--- src/hdl/text_display_keyboard_registers_macros.svh ---
// Assertion helpers for the display controller
`ifndef TEXT_DISPLAY_KEYBOARD_REGISTERS_MACROS_SVH
`define TEXT_DISPLAY_KEYBOARD_REGISTERS_MACROS_SVH
`ifndef SYNTHESIS
`define TDKR_ASSERT_IMPL(label, clk, rst, ante, cons) \
   label: assert property (@(posedge clk) disable iff (rst) (ante) |-> (cons)) \
      else $error("assertion failed");
`define TDKR_ASSERT_NEXT(label, clk, rst, ante, cons) \
   label: assert property (@(posedge clk) disable iff (rst) (ante) |=> (cons)) \
      else $error("assertion failed");
`else
`define TDKR_ASSERT_IMPL(label, clk, rst, ante, cons)
`define TDKR_ASSERT_NEXT(label, clk, rst, ante, cons)
`endif
`endif

--- src/hdl/tdkr_pkg.sv ---
package tdkr_pkg;
   localparam int COLS_DEF           = 80;
   localparam int ROWS_DEF           = 25;
   localparam int KEY_CODES_DEF      = 512;
   localparam int KEY_FIFO_DEPTH_DEF = 16;
   localparam int TEXT_BASE_DEF      = 4096;
   localparam int PIXEL_BASE_DEF     = 8192;

   localparam logic [1:0] CMD_WRITE    = 2'd0;
   localparam logic [1:0] CMD_READ     = 2'd1;
   localparam logic [1:0] CMD_KEY_DOWN = 2'd2;
   localparam logic [1:0] CMD_KEY_UP   = 2'd3;

   localparam logic [13:0] ADDR_COMMAND  = 14'd0;
   localparam logic [13:0] ADDR_CUR_COL  = 14'd1;
   localparam logic [13:0] ADDR_CUR_ROW  = 14'd2;
   localparam logic [13:0] ADDR_TELETYPE = 14'd3;
   localparam logic [13:0] ADDR_KEY_LOW  = 14'd4;
   localparam logic [13:0] ADDR_KEY_HIGH = 14'd5;
   localparam logic [13:0] ADDR_MATRIX   = 14'd16320;

   localparam logic [7:0] OP_TEXT_MODE  = 8'd0;
   localparam logic [7:0] OP_GFX_MODE   = 8'd1;
   localparam logic [7:0] OP_CLEAR_TEXT = 8'd2;
   localparam logic [7:0] OP_HOME       = 8'd3;
   localparam logic [7:0] OP_CLEAR_PIX  = 8'd4;

   localparam logic [7:0] CH_NEWLINE = 8'd10;
   localparam logic [7:0] CH_SPACE   = 8'd32;

   // classified transaction handed from front to back
   typedef struct packed {
      logic [1:0]  command;
      logic [13:0] address;
      logic [7:0]  write_data;
      logic [8:0]  key_code;
   } item_type;
endpackage

--- src/hdl/tdkr_front.sv ---
// Two-entry queue between the request port and the back end.
module tdkr_front (
   input  logic                clock,
   input  logic                reset,
   input  logic                req_valid,
   output logic                req_stall,
   input  logic [1:0]          req_command,
   input  logic [13:0]         req_address,
   input  logic [7:0]          req_write_data,
   input  logic [8:0]          req_key_code,
   output logic                q_valid,
   output tdkr_pkg::item_type  q_item,
   input  logic                q_take
);
   import tdkr_pkg::*;

   item_type   slot_ff [2];
   logic       rd_ptr_ff, rd_ptr_in, wr_ptr_ff, wr_ptr_in;
   logic [1:0] count_ff, count_in;
   logic       push;

   assign req_stall = (count_ff == 2'd2);
   assign push      = req_valid && !req_stall;
   assign q_valid   = (count_ff != 2'd0);
   assign q_item    = slot_ff[rd_ptr_ff];

   always_comb begin
      wr_ptr_in = wr_ptr_ff ^ push;
      rd_ptr_in = rd_ptr_ff ^ q_take;
      count_in  = count_ff + {1'b0, push} - {1'b0, q_take};
   end

   always_ff @(posedge clock) begin
      if (reset) begin
         rd_ptr_ff <= 1'b0;
         wr_ptr_ff <= 1'b0;
         count_ff  <= 2'd0;
      end else begin
         rd_ptr_ff <= rd_ptr_in;
         wr_ptr_ff <= wr_ptr_in;
         count_ff  <= count_in;
      end
      if (push) slot_ff[wr_ptr_ff] <= '{req_command, req_address, req_write_data, req_key_code};
   end
endmodule

--- config.mk ---
export PLATFORM = sky130hd
export DESIGN_NAME = tdkr_front
export DESIGN_NICKNAME = d
export VERILOG_FILES = /design/src/hdl/text_display_keyboard_registers_macros.svh /design/src/hdl/tdkr_pkg.sv /design/src/hdl/tdkr_front.sv
export SDC_FILE = /design/constraint.sdc
export NUM_CORES = 1
export LEC_CHECK = 0
export ABC_AREA = 1
export BUFFER_PORTS_ARGS = -buffer_cell sky130_fd_sc_hd__buf_2
export CELL_PAD_IN_SITES_DETAIL_PLACEMENT = 1
export CELL_PAD_IN_SITES_GLOBAL_PLACEMENT = 1
export CORE_UTILIZATION = 30
export CTS_BUF_LIST = sky130_fd_sc_hd__clkbuf_8
export DETAILED_ROUTE_END_ITERATION = 6
export PLACE_DENSITY = 0.62
export SKIP_CTS_REPAIR_TIMING = 1
export SLEW_MARGIN = 10
export SYNTH_ARGS = -nofsm -noshare
export SYNTH_HDL_FRONTEND = slang
export SYNTH_SLANG_ARGS = --single-unit
export TNS_END_PERCENT = 30
--- constraint.sdc ---
create_clock -name clock -period 4.2 [get_ports clock]
set_input_delay 1.05 -clock clock [delete_from_list [all_inputs] [get_ports clock]]
set_output_delay 1.05 -clock clock [all_outputs]
set_load 0.05 [all_outputs]
# After elaboration in Yosys (flattened, before gate mapping)
# Memories as Yosys holds them, arrays and structs flattened. A register that Yosys moved wholly into a read port is not among the register bits.
# Cells that the tools add are included.
# totals
ff_bits,4
latchBits,0
ram_bits,66
romBits,0
inputBits,37
word_cells,15
mem_count,1
# op_classes
add_sub_neg,2
multipliers,0
n_div,0
n_lt_le_gt_ge,0
n_eq_ne,1
n_shift,0
n_mux,3
n_bitwise,2
n_reduce_logical,3
# mem_list
name,depth,word_bits,rd,rd_clocked_by_memory_dff,write_ports,line,source
slot_ff,2,33,1,1,1,tdkr_front.sv:17,item_type slot_ff [2];
# op_table
op,n
$mux W1,3
$add A2 B1 Y2,1
$eq A2 B2 Y1 const B,1
$reduce_bool A2 Y1,1
$sub A2 B1 Y2,1
$xor A1 B1 Y1,2
$logic_and A1 B1 Y1,1
$logic_not A1 Y1,1

# Longest topological paths before layout
# Gate-level depths: netlist of run 1.
# logic_depth
ltp_word,5
mapped_depth,10

# Worst setup path after synthesis of run 1
# OpenSTA, ideal clock, no wires.
# synth_path
kind,input -> register
start,in req_valid
end,mem slot_ff[1][0] in the netlist's numbering (enable)
setup_time_ps,393
t_arrival_ps,2080
setup_slack_ps,1727
path_stages,3
n_path_buf,0
cell_sequence,o21ai_0 > inv_1 > ha_1
# synth_via
elab_chain_cells,3
# synth_lines
item,line,source
"start, declared",tdkr_front.sv:5,"input logic req_valid,"
$logic_and A1 B1 Y1,tdkr_front.sv:23,assign push = req_valid && !req_stall;
$mux W1,tdkr_front.sv:43,"if (push) slot_ff[wr_ptr_ff] <= '{req_command, req_address, req_write_data, req_key_code};"
$mux W1 (implied by the code),tdkr_front.sv:43,
"end, declared",tdkr_front.sv:17,
# No other way between the ends.

==> results_dict.tcl, run 1 <==
set metrics [dict create \
    maxSlewHeadroom_pct 41.2 \
    synth.most_common_cell "edfxtp_1" \
    critPathLaunchType "flip-flop" \
    critPathRequiredTime_ns 3.15 \
    syn_area_per_cell_um2 20.9 \
    outcome "complete, but fails checks" \
    pre_cts_slack_ns 1.42 \
    critPathTopFamily "flip-flops" \
    grt_pass1_wl_um 7320 \
    clk_pin_slew_ns 0.07 \
    clock_latency_ns 0.33 \
    ant_nets 0 \
    routedWlPerCell_um 14.7 \
    dp_hpwl_um 3220 \
    violations "DRC" \
    hold_viol 0 \
    syn_to_final_growth_pct 21.3 \
    fin_skew_ns 0.00677 \
    synthesis.area_um2 2750 \
    cts.sinks 70 \
    wirelength_um 4760 \
    initial_core_util_pct 31.3 \
    cpPeakStageDelay_ns 0.75 \
    crit_type "reg -> out" \
    grt-ovfl-total 0 \
    syn_nets 173 \
    cp.arrival_ns 2.05 \
    synthCells 132 \
    first_iter_violations 21 \
    routed_via_density 4.32 \
    design_area_um2 3340 \
    placed_area_um2 3190 \
    slew_violations 0 \
    cp_slowest_cell "dfxtp_2" \
    clock_path_buffers 2 \
    min_path_type "reg -> reg" \
    critPathBufInv 2 \
    yosysTopAreaCellShare_pct 72.0 \
    power.static_leakage_nw 1.33 \
    track_usage_pct 10.4 \
    drv_cap 0 \
    worstPathCellList "buf_4 > mux2_4 > buf_2" \
    ir_worst_vdd_mv 0.180 \
    firstDrtPassIters 6 \
    fin_crit_sh_pct 73.8 \
    synth_top_area_cell "edfxtp_1" \
    synth_area_leaders "edfxtp_1 (72%), mux2_4 (16%), dfxtp_1 (2.9%)" \
    post-route-drc-count 14 \
    ys_seq_area_share_pct 74.9 \
    rsz0062_at_grt "false" \
    tightestPinTransition_ns 0.882 \
    port_buffers 71 \
    gp_congestion 0.601 \
    cts_tree "done" \
    nFillCells 899 \
    ys_seq_elements 70 \
    endpoint_kind "primary output" \
    root_buffer "clkbuf_8" \
    cts_buffers 9 \
    synthFlopType "edfxtp_1" \
    synth_cell_types 15 \
    die_h_um 97.8 \
    ys_warn_count 0 \
    max_freq_ghz 0.323 \
    antenna_found_initial 0 \
    tns_ns 0 \
    dieWidth_um 97.8 \
    grt_pass1_vias 1482 \
    setup_ws_ns 1.10 \
    rows 34 \
    drive_gt1_share_pct 55.8 \
    htree_levels 3 \
    synthArstFlopShare_pct 0 \
    p_total_mw 1.72 \
    grt_max_degree 34 \
    yosys-top-cells-count "edfxtp_1 (66), mux2_4 (29), inv_1 (8), nor2_1 (5)" \
    crit_fanout 20 \
    core_um2 8810 \
    nNetsFinal 252 \
    synth_edf_count 66 \
    post-route-min-period_ns 3.10 \
    antenna_cells 0 \
    die-area_um2 9570 \
    setup_viol 0 \
    powerDensity_nw_per_um2 515 \
    via_count 1395 \
    io_pins 72 \
]
## cells in the final DEF, fill, tap and decap left out, types with 2 or more instances in the layout
master / count
ha_1: 2
edfxtp_1: 66
mux2_2: 4
buf_2: 71
dfxtp_1: 3
mux2_4: 29
clkinvlp_4: 2
ha_2: 2
nor2_1: 5
clkinv_1: 4
nand2_1: 3
clkbuf_8: 9
inv_1: 8
## stage by stage
| stage | hold WS (ns) | util (%) | std cells |
|---|---|---|---|
| 2_1_floorplan | 0.521 | - | 132 |
| 3_3_place_gp | 0.570 | 36.2 | 308 |
| 3_5_place_dp | 0.583 | 36.2 | 308 |
| 4_1_cts | 0.604 | 37.9 | 323 |
| 5_1_grt | 0.645 | 37.9 | 323 |
| 6_report | 0.596 | 37.9 | 323 |
## tightest hold or removal path, delay by kind of cell (launching register included)
| family | cells | cell delay [ns] |
|---|---|---|
| fa+ha+maj | 1 | 0.15 |
| flops | 1 | 0.31 |
| buf+inv | 1 | 0.06 |
| simple gates | 1 | 0.04 |
## registers in the layout (all words and copies together) (netlist names)
name,count
slot_ff,66
count_ff,2
rd_ptr_ff,1
wr_ptr_ff,1
## final cells by class
cell class	instances	area, µm²	share of cell area (%)
Sequential cell	70	2060	61.8
Multi-Input combinational cell	50	596	17.8
Timing Repair Buffer	72	363	10.9
Tap cell	108	135	4.04
Clock buffer	9	124	3.71
Clock inverter	6	30.0	0.899
Inverter	8	30.0	0.899
## final timing paths
check	startpoint	end	slack, ns	depth (start not counted)
max	rd_ptr_ff	q_item[12]	1.10	3
min	wr_ptr_ff	wr_ptr_ff	0.60	3
max reg2reg	count_ff[1]	slot_ff[0][26]	2.39	4
min reg2reg	wr_ptr_ff	wr_ptr_ff	0.60	3
## report_power, final
group	internal [mW]	switching (mW)	leakage, nW
clock network	0.202	0.230	0.0713
logic	0.130	0.285	0.608
registers	0.848	0.0275	0.649
## logic make-up after synthesis
kind of cell               Yosys count  share of synthesized area (%)
buffers and inverters               12                           3.68
muxes                               33                           17.4
adders and majority gates            4                           1.82
xor gates and xnor gates             1                          0.318
and+or+nand+nor                     10                           1.50
AOI/OAI and AO/OA                    2                          0.363
DFF                                 70                           74.9
## metal layers
metal	wire [µm]	part of all wire, %	vias to the layer above	global-route usage, %
met1	1990	42	685	11.7
met3	339	7.1	10	3.44
li1	-	-	649	-
met2	2340	49	51	17.5
met5	0	0	-	0
met4	97	2.0	0	5.48
No activity file was read; power rests on OpenSTA's default activity.
==> inputs of run 2 (changes only) <==
PLACE_DENSITY = 0.64   (was 0.62)
clock period = 2.55 ns   (was 4.2 ns; I/O delays follow)
==> results_dict.tcl, run 2 (same netlist as run 1, synthesis figures left out) <==
set metrics [dict create \
    wirelength_um 4840 \
    combPwrFrac_pct 24.5 \
    final_common_cell "buf_2" \
    dp_cells 311 \
    crit_start "rd_ptr_ff" \
    final_util_pct 38.6 \
    post-route-min-period_ns 2.24 \
    largest_registers "slot_ff x66, count_ff x2" \
    cts_tree "done" \
    hold_viol 0 \
    power_frac_clock_pct 26.7 \
    powerDensity_nw_per_um2 860 \
    dp_hpwl_um 3490 \
    ant_nets 0 \
    min_path_type "in -> reg" \
    cp.arrival_ns 1.61 \
    nNetsFinal 255 \
    die_h_um 97.8 \
    switching_share_pct 29.8 \
    outcome "complete, but fails checks" \
    p_total_mw 2.92 \
    slew_violations 0 \
    whs_path_depth 1 \
    power.static_leakage_nw 1.36 \
    syn_to_final_growth_pct 23.4 \
    grt_pass1_wl_um 7530 \
    top_register "slot_ff" \
    maxSlewHeadroom_pct 75.0 \
    via_count 1384 \
    routed_via_density 4.27 \
    dieWidth_um 97.8 \
    tightestPinTransition_ns 0.375 \
    critPathCapture "q_item[30]" \
    post-route-drc-count 16 \
    rsz0062_at_grt "false" \
    first_iter_violations 88 \
    antenna_cells 0 \
    cts_buffers 9 \
    gp_congestion 0.615 \
    clock_path_buffers 2 \
    seqPwrFrac_pct 48.8 \
    io_pins 72 \
    cts.sinks 70 \
    critPathLaunchType "flip-flop" \
    switchingPower_uw 871 \
    htree_levels 3 \
    core_um2 8810 \
    drive_gt1_share_pct 56.5 \
    fin_skew_ns 0.00928 \
    root_buffer "clkbuf_8" \
    largest_reg_flops 66 \
    initial_core_util_pct 31.3 \
    fin_crit_sh_pct 88.0 \
    max_freq_ghz 0.446 \
    r2r_setup_slack_ns 0.98 \
    routedWlPerCell_um 14.9 \
    firstDrtPassIters 6 \
    port_buffers 71 \
    die-area_um2 9570 \
    worstReg2RegStart "count_ff[1]" \
    ir_worst_vdd_mv 0.281 \
    crit_type "reg -> out" \
    track_usage_pct 10.9 \
    grt_pass1_vias 1475 \
    grt-ovfl-total 0 \
    tns_ns 0 \
    rr_worst_depth 5 \
    drv_cap 0 \
    grt_max_degree 22 \
    endpoint_kind "primary output" \
    rows 34 \
    setup_viol 0 \
    antenna_found_initial 0 \
    final_cell_mix "buf_2 (71), edfxtp_1 (66), mux2_4 (29), clkbuf_8 (9), inv_1 (8)" \
    clk_pin_slew_ns 0.07 \
    violations "DRC" \
    p_int_mw 2.05 \
    hold_slack_ns 0.494 \
    crit_fanout 21 \
    layout.cells.non_filler 324 \
    r2r-end "slot_ff[1][16]" \
    critPathRequiredTime_ns 1.91 \
    clock_latency_ns 0.33 \
]
## run 2: area by class of cell
| class | instances | area, µm² |
|---|---|---|
| multi-input combinational | 50 | 596 |
| clock inverter | 4 | 41.3 |
| timing repair buffer | 75 | 410 |
| tap | 108 | 135 |
| sequential | 70 | 2060 |
| inverter | 8 | 30.0 |
| clock buffer | 9 | 124 |
| fill | 907 | 5410 |
## run 2: metal layers
layer  GRT usage (%)  up-vias  wire (µm)
met1            12.6      669       2040
li1                -      654          -
met5               0        -          0
met2            18.1       54       2380
met3            4.72        7        358
met4            3.85        0         53
## run 2: power by group through the flow
stage / combinational (mW) / sequential [mW] / clock, mW
after CTS: 0.732 / 1.43 / 0.813
after floorplan: 0.576 / 1.44 / 0
final: 0.717 / 1.43 / 0.779
after global routing: 0.762 / 1.43 / 0.864
after global placement: 0.723 / 1.44 / 0
after detailed placement: 0.730 / 1.45 / 0
## run 2: worst min path at each step
stage | start | endpoint | slack, ns
2_1_floorplan | count_ff[1] | count_ff[1] | 0.52
3_3_place_gp | wr_ptr_ff | wr_ptr_ff | 0.57
3_5_place_dp | count_ff[1] | count_ff[1] | 0.58
4_1_cts | req_key_code[6] | slot_ff[0][6] | 0.47
5_1_grt | req_key_code[6] | slot_ff[0][6] | 0.46
6_report | req_key_code[6] | slot_ff[0][6] | 0.49
## run 2: stage by stage
stage	setup WS, ns	instance area [µm²]
floorplan	0.489	2750
global placement	0.652	3230
detailed placement	0.635	3230
CTS	0.260	3400
global route	0.219	3400
finish	0.306	3400
## run 2: worst max-delay path, cell delays in order (launching register included)
cell	delay, ns
dfxtp_2	0.33
buf_4	0.34
mux2_2	0.39
buf_2	0.21
